**src/hdl/srg_pkg.sv**
```systemverilog
`timescale 1ns / 1ps
// shared types, codes and constants of the segment ramp generator
// no dependencies; used by the arithmetic units and the top level
package srg_pkg;

  typedef enum logic [1:0] {
    REQ_TICK    = 2'd0,
    REQ_SET     = 2'd1,
    REQ_APPEND  = 2'd2,
    REQ_REPLACE = 2'd3
  } req_kind_t;

  typedef enum logic [1:0] {
    SH_HOLD = 2'd0,
    SH_LIN  = 2'd1,
    SH_LOG  = 2'd2,
    SH_STEP = 2'd3
  } shape_t;

  localparam int CFG_IDX_W = 4;
  localparam logic [CFG_IDX_W-1:0] CFG_TICK_RATE  = 4'd0;
  localparam logic [CFG_IDX_W-1:0] CFG_INIT_LEVEL = 4'd1;

  localparam logic [15:0] TICK_RATE_RST  = 16'd689;
  localparam logic [31:0] INIT_LEVEL_RST = 32'd0;
  localparam logic [31:0] LOG_FLOOR      = 32'd66;
  localparam logic [31:0] HOLD_LIMIT     = 32'hFFFF_FFFF;
  localparam logic [31:0] ONE_Q30        = 32'h4000_0000;
  localparam logic [31:0] LEVEL_MAX      = 32'h7FFF_FFFF;
  localparam logic [31:0] LEVEL_MIN      = 32'h8000_0000;
  localparam logic [46:0] STEP_MAX       = 47'h7FFF_FFFF_FFFF;

  // one queued segment
  typedef struct packed {
    logic signed [31:0] target;
    logic [23:0]        dur;
    logic [1:0]         shape;
  } seg_entry_t;

  // operands of the shared multiplier
  typedef struct packed {
    logic [31:0] a;
    logic [31:0] b;
  } mul_req_t;

  // divider status
  typedef struct packed {
    logic busy;
    logic done;
  } div_stat_t;

  typedef logic [29:0][31:0] root_tbl_t;

  function automatic logic [63:0] isqrt_c(input logic [63:0] v);
    logic [63:0] res;
    logic [63:0] rem;
    logic [63:0] bitv;
    res = '0;
    rem = v;
    for (int k = 31; k >= 0; k--) begin
      bitv = 64'd1 << (2 * k);
      if (rem >= res + bitv) begin
        rem = rem - (res + bitv);
        res = (res >> 1) + bitv;
      end else begin
        res = res >> 1;
      end
    end
    return res;
  endfunction

  // successive square roots of 2 in Q.30, entry b used for fraction bit b
  function automatic root_tbl_t root_table();
    root_tbl_t   t;
    logic [63:0] a;
    a = 64'd1 << 31;
    for (int i = 29; i >= 0; i--) begin
      a = isqrt_c(a << 30);
      t[i] = a[31:0];
    end
    return t;
  endfunction

  localparam root_tbl_t ROOT_TBL = root_table();

endpackage

```
**src/hdl/srg_mul.sv**
```systemverilog
`timescale 1ns / 1ps
// shared 32x32 unsigned multiplier with registered product
// depends on srg_pkg
module srg_mul (
  input  logic             clk,
  input  srg_pkg::mul_req_t req,
  output logic [63:0]      p
);

  always_ff @(posedge clk) begin
    p <= 64'(req.a) * 64'(req.b);
  end

endmodule

```
**config.mk**
```make
export PLATFORM = sky130hd
export DESIGN_NAME = srg_mul
export DESIGN_NICKNAME = d
export VERILOG_FILES = /design/src/hdl/srg_pkg.sv /design/src/hdl/srg_mul.sv
export SDC_FILE = /design/constraint.sdc
export NUM_CORES = 2
export LEC_CHECK = 0
export BUFFER_PORTS_ARGS = -buffer_cell sky130_fd_sc_hd__buf_2
export CORE_MARGIN = 5
export CORE_UTILIZATION = 59
export DETAILED_ROUTE_END_ITERATION = 10
export PLACE_DENSITY = 0.77
export SYNTH_ARGS = -nofsm -noshare
export SYNTH_HDL_FRONTEND = slang
export SYNTH_SLANG_ARGS = --single-unit
```
**constraint.sdc**
```tcl
create_clock -name clk -period 12.24 [get_ports clk]
set_clock_uncertainty 0.05 [all_clocks]
set_input_delay 0.612 -clock clk [delete_from_list [all_inputs] [get_ports clk]]
set_output_delay 0.612 -clock clk [all_outputs]
set_load 0.02 [all_outputs]
```
==> impl_metrics.yaml <==
cells_and_area:
  layout-drive-gt1-share: 0.0444
  largest_reg_flops: 64
  syn_to_final_growth_pct: 3.15
  regMostFlops: "p"
  reg_top3: "p: 64 flops"
  fin_cells: 4443
  final_nets: 4894
  nFillCells: 4954
floorplanning:
  die_y_um: 252
  die_area_mm2: 0.0637
  io_pins: 129
  die_width_um: 252
  start_util: 0.599
  core_mm2: 0.0579
  rows: 88
synth:
  syn_area_mm2: 0.0347
  async_flop_share: 0
  syn_inst: 3748
  syn_area_per_cell_um2: 9.25
  synth_edf_count: 0
  synth-seq-area-share: 0.0369
  synth_warnings: 0
  synth_fp_nets: 4972
  ys_types: 57
  synth_seq_cells: 64
  ys.flop_type: "dfxtp_1"
setup_path:
  worst_setup_path_end_kind: "register"
  crit_arrival_ps: 8480
  crit_fanout: 32
  path_delay_family: "adder cells"
  cp-start-kind: "input port"
  crit_slowest_cell: "fa_1"
  worstPathRequired_ps: 12470
  critPathKind: "in2reg"
  crit_top_cell: "fa_1"
  critPathMaxStageDelay_ps: 610
  crit_chain: "buf_2 -> and2_1 -> fa_1 -> fa_1 -> inv_1 -> fa_1 -> fa_1 -> inv_1 -> fa_1 -> fa_1 -> fa_1 -> inv_1 -> fa_1 -> inv_1 -> ha_1 -> nand4_1 -> or4_1 -> or3_1 -> a31oi_1 -> a31o_2 -> a211oi_1 -> o21ai_1 -> xor2_1"
  crit_buf_inv: 5
detailed_routing:
  wirelength_mm: 88.8
  drtIter0Drc: 1604
  num_vias: 25000
  dr.pass1.iters: 7
  wl_per_cell_um: 20.0
  final_antenna_net_count: 0
  drc: 0
  via_per_inst: 5.64
hold_path:
  holdPathStages: 2
  holdPathEnd: "p[0]"
  hp-class: "in2reg"
  hold_start: "req[0]"
sta:
  worst_slack_ps: 3990
  worst_pin_slew_ps: 867
  setup_violations: 0
  setup_tns_ps: 0
  max_freq_ghz: 0.121
  finalCritPeriodShare: 0.674
  relSlewSlack: 0.422
  hold_viol_final: 0
  slew_violations: 0
  finalCriticalPeriod_ps: 8250
  rsz0062_at_grt: "false"
cts:
  postCtsSetupRepairBufs: 0
  ctsResizeCount: 0
  h-tree-depth: 3
  clock_sinks: 64
  cts.path.max_buffers: 2
  clk_pin_slew_worst_paths_ps: 60
  cts_made_buffers: 9
  clockRootBuffer: "clkbuf_16"
  tritoncts: "built"
  ctsHoldBuffers: 0
grt:
  grt_pass1_wl_mm: 146
  antenna_found_initial: 5
  track_usage: 0.290
  globalRouteMet3Util: 0.0442
  grt_max_degree: 33
  top_usage_layer: "met2"
  use_met2: 0.510
  grtUsageMet1: 0.353
  overflow: 0
  grt_pass1_vias: 28000
flow_run:
  max_cap_viol_count: 0
placed_design:
  io_buffers: 128
  dpl.cell_count: 4424
  gp_congestion: 0.919
  dp_hpwl_mm: 70.5
  place_ws_ps: 3750
status:
  status: "completed"
layer usage:
metal | part of all wire | routed length [um]
met2 | 0.51 | 45600
met3 | 0.071 | 6290
met1 | 0.36 | 31600
met5 | 0.00024 | 21
met4 | 0.060 | 5320
layout by cell type, fill, tap and decap left out, drive strengths merged, types with 23 or more instances in the layout:
master  netlist  layout
buf           7     131
inv         865     866
dfxtp        64      64
nand4        23      23
fa          896     896
and2        602     602
xnor2        35      35
a21o         40      40
ha          263     263
xor2         25      25
nand2       480     480
a21oi        66      66
o21ai        26      26
Yosys cell counts, types with 4 or more instances:
cell / instances / area (um^2)
dfxtp_1: 64 / 1280
o21a_1: 9 / 67.6
o21ai_0: 21 / 105
nand4_1: 23 / 144
fa_1: 896 / 17900
nand3_1: 10 / 50.1
nor3_1: 7 / 35.0
a21o_1: 40 / 300
and3_1: 14 / 87.6
o21ai_1: 5 / 25.0
buf_2: 6 / 30.0
clkbuf_1: 213 / 800
ha_1: 263 / 3290
nor2_1: 20 / 75.1
a221o_1: 4 / 40.0
a21oi_1: 63 / 315
and2_1: 602 / 3770
inv_1: 865 / 3250
o21bai_1: 10 / 75.1
a31oi_1: 12 / 75.1
xor2_1: 25 / 219
xnor2_1: 35 / 307
nand2_1: 480 / 1800
cell type report:
type,count,area (um^2),share of cell area
Antenna cell,3,7.51,0.000210
Clock buffer,10,229,0.00640
Clock inverter,6,68.8,0.00192
Inverter,865,3250,0.0908
Multi-Input combinational cell,2599,29300,0.820
Sequential cell,64,1280,0.0358
Tap cell,765,957,0.0268
Timing Repair Buffer,131,663,0.0185
logic make-up after synthesis:
| family | after synthesis | share of synthesized area |
|---|---|---|
| XOR/XNOR | 60 | 0.0152 |
| multiplexers | 1 | 0.000289 |
| flip-flops | 64 | 0.0369 |
| AND/OR/NAND/NOR | 1177 | 0.176 |
| adder cells (fa/ha/maj) | 1159 | 0.612 |
| buffers and inverters | 1085 | 0.118 |
| AO/OA/AOI/OAI | 202 | 0.0415 |
worst max path at each step:
stage,start,endpoint,slack (ps),cells after the start
5_1_grt,req[9],p[62],3620,24
3_5_place_dp,req[58],p[62],3750,25
2_1_floorplan,req[57],p[62],4830,25
3_3_place_gp,req[8],p[62],3850,24
4_1_cts,req[54],p[62],4110,24
6_report,req[9],p[62],3990,23
per-stage QoR:
| stage | util | hold WS [ps] | cell area (um^2) |
|---|---|---|---|
| after detailed placement | 0.612 | 979 | 35500 |
| after global placement | 0.612 | 978 | 35500 |
| after CTS | 0.617 | 875 | 35800 |
| after floorplan | - | 689 | 34700 |
| after global routing | 0.618 | 887 | 35800 |
| final | 0.618 | 881 | 35800 |
Power is left out: the tool's default activity adds up to more than one toggle a clock period on the data nets, which glitch-free logic cannot reach.
