==> src/hdl/srg_pkg.sv <==
`timescale 1ns / 1ps
// shared types, codes and constants of the segment ramp generator
// no dependencies; used by the arithmetic units and the top level
package srg_pkg;

  typedef enum logic [1:0] {
    REQ_TICK    = 2'd0,
    REQ_SET     = 2'd1,
    REQ_APPEND  = 2'd2,
    REQ_REPLACE = 2'd3
  } req_kind_t;

  typedef enum logic [1:0] {
    SH_HOLD = 2'd0,
    SH_LIN  = 2'd1,
    SH_LOG  = 2'd2,
    SH_STEP = 2'd3
  } shape_t;

  localparam int CFG_IDX_W = 4;
  localparam logic [CFG_IDX_W-1:0] CFG_TICK_RATE  = 4'd0;
  localparam logic [CFG_IDX_W-1:0] CFG_INIT_LEVEL = 4'd1;

  localparam logic [15:0] TICK_RATE_RST  = 16'd689;
  localparam logic [31:0] INIT_LEVEL_RST = 32'd0;
  localparam logic [31:0] LOG_FLOOR      = 32'd66;
  localparam logic [31:0] HOLD_LIMIT     = 32'hFFFF_FFFF;
  localparam logic [31:0] ONE_Q30        = 32'h4000_0000;
  localparam logic [31:0] LEVEL_MAX      = 32'h7FFF_FFFF;
  localparam logic [31:0] LEVEL_MIN      = 32'h8000_0000;
  localparam logic [46:0] STEP_MAX       = 47'h7FFF_FFFF_FFFF;

  // one queued segment
  typedef struct packed {
    logic signed [31:0] target;
    logic [23:0]        dur;
    logic [1:0]         shape;
  } seg_entry_t;

  // operands of the shared multiplier
  typedef struct packed {
    logic [31:0] a;
    logic [31:0] b;
  } mul_req_t;

  // divider status
  typedef struct packed {
    logic busy;
    logic done;
  } div_stat_t;

  typedef logic [29:0][31:0] root_tbl_t;

  function automatic logic [63:0] isqrt_c(input logic [63:0] v);
    logic [63:0] res;
    logic [63:0] rem;
    logic [63:0] bitv;
    res = '0;
    rem = v;
    for (int k = 31; k >= 0; k--) begin
      bitv = 64'd1 << (2 * k);
      if (rem >= res + bitv) begin
        rem = rem - (res + bitv);
        res = (res >> 1) + bitv;
      end else begin
        res = res >> 1;
      end
    end
    return res;
  endfunction

  // successive square roots of 2 in Q.30, entry b used for fraction bit b
  function automatic root_tbl_t root_table();
    root_tbl_t   t;
    logic [63:0] a;
    a = 64'd1 << 31;
    for (int i = 29; i >= 0; i--) begin
      a = isqrt_c(a << 30);
      t[i] = a[31:0];
    end
    return t;
  endfunction

  localparam root_tbl_t ROOT_TBL = root_table();

endpackage

==> src/hdl/srg_div.sv <==
`timescale 1ns / 1ps
// restoring divider, one quotient bit per cycle, 32-bit divisor
// depends on srg_pkg
module srg_div #(
  parameter int DW = 48
) (
  input  logic                 clk,
  input  logic                 rst,
  input  logic                 start,
  input  logic [DW-1:0]        num,
  input  logic [31:0]          den,
  output logic [DW-1:0]        q,
  output srg_pkg::div_stat_t   st
);

  localparam int CW = $clog2(DW + 1);

  logic [31:0]   rem;
  logic [CW-1:0] cnt;
  logic [32:0]   trial;
  logic [31:0]   den_r;

  assign trial = {rem, q[DW-1]};

  always_ff @(posedge clk) begin
    if (rst) begin
      st <= '0;
    end else begin
      st.done <= 1'b0;
      if (start) begin
        st.busy <= 1'b1;
        cnt     <= CW'(DW);
        q       <= num;
        rem     <= '0;
        den_r   <= den;
      end else if (st.busy) begin
        if (trial >= {1'b0, den_r}) begin
          rem <= 32'(trial - {1'b0, den_r});
          q   <= {q[DW-2:0], 1'b1};
        end else begin
          rem <= trial[31:0];
          q   <= {q[DW-2:0], 1'b0};
        end
        cnt <= cnt - CW'(1);
        if (cnt == CW'(1)) begin
          st.busy <= 1'b0;
          st.done <= 1'b1;
        end
      end
    end
  end

endmodule

==> config.mk <==
export PLATFORM = sky130hd
export DESIGN_NAME = srg_div
export DESIGN_NICKNAME = d
export VERILOG_FILES = /design/src/hdl/srg_pkg.sv /design/src/hdl/srg_div.sv
export SDC_FILE = /design/constraint.sdc
export NUM_CORES = 1
export LEC_CHECK = 0
export BUFFER_PORTS_ARGS = -buffer_cell sky130_fd_sc_hd__buf_2
export CAP_MARGIN = 20
export CORE_ASPECT_RATIO = 0.5
export CORE_MARGIN = 3
export CORE_UTILIZATION = 50
export DETAILED_ROUTE_END_ITERATION = 10
export GPL_ROUTABILITY_DRIVEN = 0
export PLACE_DENSITY = 0.76
export SETUP_SLACK_MARGIN = 0.2
export SLEW_MARGIN = 0
export SYNTH_ARGS = -nofsm -noshare
export SYNTH_HDL_FRONTEND = slang
export SYNTH_SLANG_ARGS = --single-unit
==> constraint.sdc <==
create_clock -name clk -period 5.3 [get_ports clk]
set_input_delay 0.53 -clock clk [delete_from_list [all_inputs] [get_ports clk]]
set_output_delay 0.53 -clock clk [all_outputs]
set_load 0.01 [all_outputs]
==> impl_metrics.env <==
export IMPL_synth_top_cell_area_share_pct=53.2
export IMPL_p_leak_uw=0.00338
export IMPL_yosysTopAreaCell="edfxtp_1"
export IMPL_start_util_pct=51.8
export IMPL_synth_seq_area_share_pct=53.8
export IMPL_worst_slew_pin_transition_ns=0.973
export IMPL_grt_pass1_vias=4796
export IMPL_grt_overflow_total=0
export IMPL_cts_root_buf="clkbuf_16"
export IMPL_synth_area_leaders="edfxtp_1, mux2_2, ha_1"
export IMPL_synth_mux_area_share_pct=9.90
export IMPL_vias_per_cell=5.48
export IMPL_num_antenna_cells=0
export IMPL_grt_max_degree=71
export IMPL_numPortBuffers=132
export IMPL_die_area_um2=14800
export IMPL_required_ns=5.42
export IMPL_rsz0062_at_grt="false"
export IMPL_dp_hpwl_um=10200
export IMPL_synthXorXnorAreaFrac_pct=3.68
export IMPL_cts_buffer_depth=2
export IMPL_min_period_over_period_pct=68.1
export IMPL_yosys_area_share_simple_pct=10.4
export IMPL_ys_async_sr_fraction_pct=0
export IMPL_wl_per_cell_um=16.4
export IMPL_wl_um=14600
export IMPL_slew_headroom_pct=35.0
export IMPL_r2r_end="rem[18]"
export IMPL_fp_dieH_um=87.6
export IMPL_reg2regPathDepth=10
export IMPL_synth_top_family_by_area="compound AO/OA/AOI/OAI gates"
export IMPL_cts_sinks=120
export IMPL_whs_path_depth=1
export IMPL_finalHoldViolCount=0
export IMPL_cts_tree="done"
export IMPL_status="finished, final reports clean"
export IMPL_slew_violations=0
export IMPL_placed_area_um2=7470
export IMPL_final_nets=827
export IMPL_syn_area_um2=6660
export IMPL_cts_resized=0
export IMPL_first_iter_violations=310
export IMPL_fin_crit_ns=3.61
export IMPL_cts_made_buffers=17
export IMPL_setup_worst_path_end_class="flip-flop"
export IMPL_ys_ff_latch=120
export IMPL_post_synth_num_cell_types=59
export IMPL_layout_drive_gt1_share_pct=31.3
export IMPL_clk_pin_slew_ns=0.06
export IMPL_timing_rr_start="rem[1]"
export IMPL_timing_hold_ws_ns=0.297
export IMPL_fmax_ghz=0.277
export IMPL_skew_ns=0.00902
export IMPL_syn_avg_cell_area_um2=11.6
export IMPL_fp_coreArea_um2=12800
export IMPL_worstSetupPathType="reg -> reg"
export IMPL_grt_pass1_wl_um=23500
export IMPL_cp_data_arrival_time_ns=3.73
export IMPL_synth_compound_area_share_pct=11.3
export IMPL_cts_max_level=4
export IMPL_area_delta_synth_final_pct=21.6
export IMPL_worstPathMaxFanout=37
export IMPL_antenna_found_initial=1
export IMPL_finalPower_uw=3030
export IMPL_drc=0
export IMPL_clk_latency_ns=0.41
export IMPL_hp_class="in -> reg"
export IMPL_syn_inst=575
export IMPL_yosysWarnings=0
export IMPL_syn_num_nets=693
export IMPL_holdBufCountCts=0
export IMPL_start_kind="flip-flop"
export IMPL_rrSetupSlack_ns=1.69
export IMPL_setup_viol=0
export IMPL_die_w_um=169
export IMPL_fin_setup_tns_ns=0
export IMPL_post_cts_setup_buffers=0
export IMPL_hold_end="den_r[3]"
export IMPL_power_density_nw_per_um2=374
export IMPL_final_cell_area_um2=8100
export IMPL_vias=4880
export IMPL_antenna_left=0
export IMPL_synth_ff_type="edfxtp_1"
export IMPL_synth_fa_ha_area_share_pct=6.69
export IMPL_synth_edf_count=118
export IMPL_pin_count=133
export IMPL_ir_worst_vdd_uv=173
export IMPL_num_rows=29
export IMPL_grt_usage_pct=20.2
export IMPL_final_util_pct=63.0
export IMPL_firstDrtPassIters=6
export IMPL_cap_violations=0
export IMPL_hp_start="den[3]"
## synth_stat cells (4+ instances only)
master and count:
a21o_1 8, a21oi_1 48, and3_1 5, and4_1 4, buf_1 5, clkbuf_1 9
edfxtp_1 118, ha_1 34, inv_1 46, mux2_2 47, mux2i_1 13, nand2_1 22
nand2b_1 7, nand3_1 6, nor2_1 73, nor2b_1 4, nor3_1 12, o211ai_1 5
o21a_1 4, o21ai_0 20, xnor2_1 18, xor2_1 10
## report_power, final
group / internal (µW) / switching [µW]
combinational: 287 / 383
clock: 743 / 430
sequential: 1150 / 38.4
## how the worst max path moves through the flow
stage / from / slack [ns] / cells after the start / end
detailed placement: rem[0] / 1.75 / 10 / rem[18]
floorplan: start / 1.17 / 5 / cnt[0]
global route: rem[1] / 1.45 / 10 / rem[15]
finish: rem[1] / 1.69 / 10 / rem[18]
CTS: rem[1] / 1.69 / 10 / rem[18]
global placement: rem[1] / 1.91 / 10 / rem[24]
## worst max-delay path, cell delays in order (launching register included)
cell	delay (ns)
edfxtp_1	0.39
ha_1	0.38
nor2_1	0.16
a211oi_2	0.07
o41ai_2	0.51
o21ai_2	0.17
a21oi_2	0.18
a32o_2	0.76
buf_4	0.38
mux2i_1	0.22
nor2_1	0.06
## registers in the layout, indices dropped and copies added, names as in the netlist
signal / flops
q: 48
cnt: 6
st: 2
den_r: 32
rem: 32
## cells by family (layout without fill, tap and decap cells)
logic type	after synthesis	after routing
adder cells (fa/ha/maj)	35	35
flip-flops	120	120
buffers and inverters	67	213
AO/OA/AOI/OAI	117	117
AND/OR/NAND/NOR	148	148
XOR/XNOR	28	28
multiplexers	60	60
## cell usage in the layout (no fill, tap or decap), drive strengths merged, types with 6 or more instances in the layout
cell / count
a21o: 8
a21oi: 50
buf: 136
clkbuf: 18
clkinv: 6
edfxtp: 118
ha: 34
inv: 49
mux2: 47
mux2i: 13
nand2: 22
nand2b: 7
nand3: 6
nor2: 73
nor3: 12
o21ai: 23
xnor2: 18
xor2: 10
## stage by stage
step | cells | setup slack, ns
after global routing | 891 | 1.45
after detailed placement | 859 | 1.75
after global placement | 859 | 1.91
final | 891 | 1.69
after floorplan | 575 | 1.17
after CTS | 890 | 1.69
## routing by layer
metal | wire (µm) | global-route usage (%) | up-vias
met2 | 6680 | 33.0 | 183
met5 | 18 | 0 | -
met3 | 1060 | 6.00 | 19
met1 | 6680 | 26.5 | 2297
met4 | 171 | 6.53 | 2
li1 | - | - | 2379
## cell type report
class,instances,area (µm²)
flip-flops and latches,120,3580
inverters,46,173
clock inverters,13,173
fillers,1028,4750
clock buffers,18,429
repair buffers,136,716
multi-input cells,388,2810
well taps,170,213
Note: power is estimated with default switching activity, not from simulation.
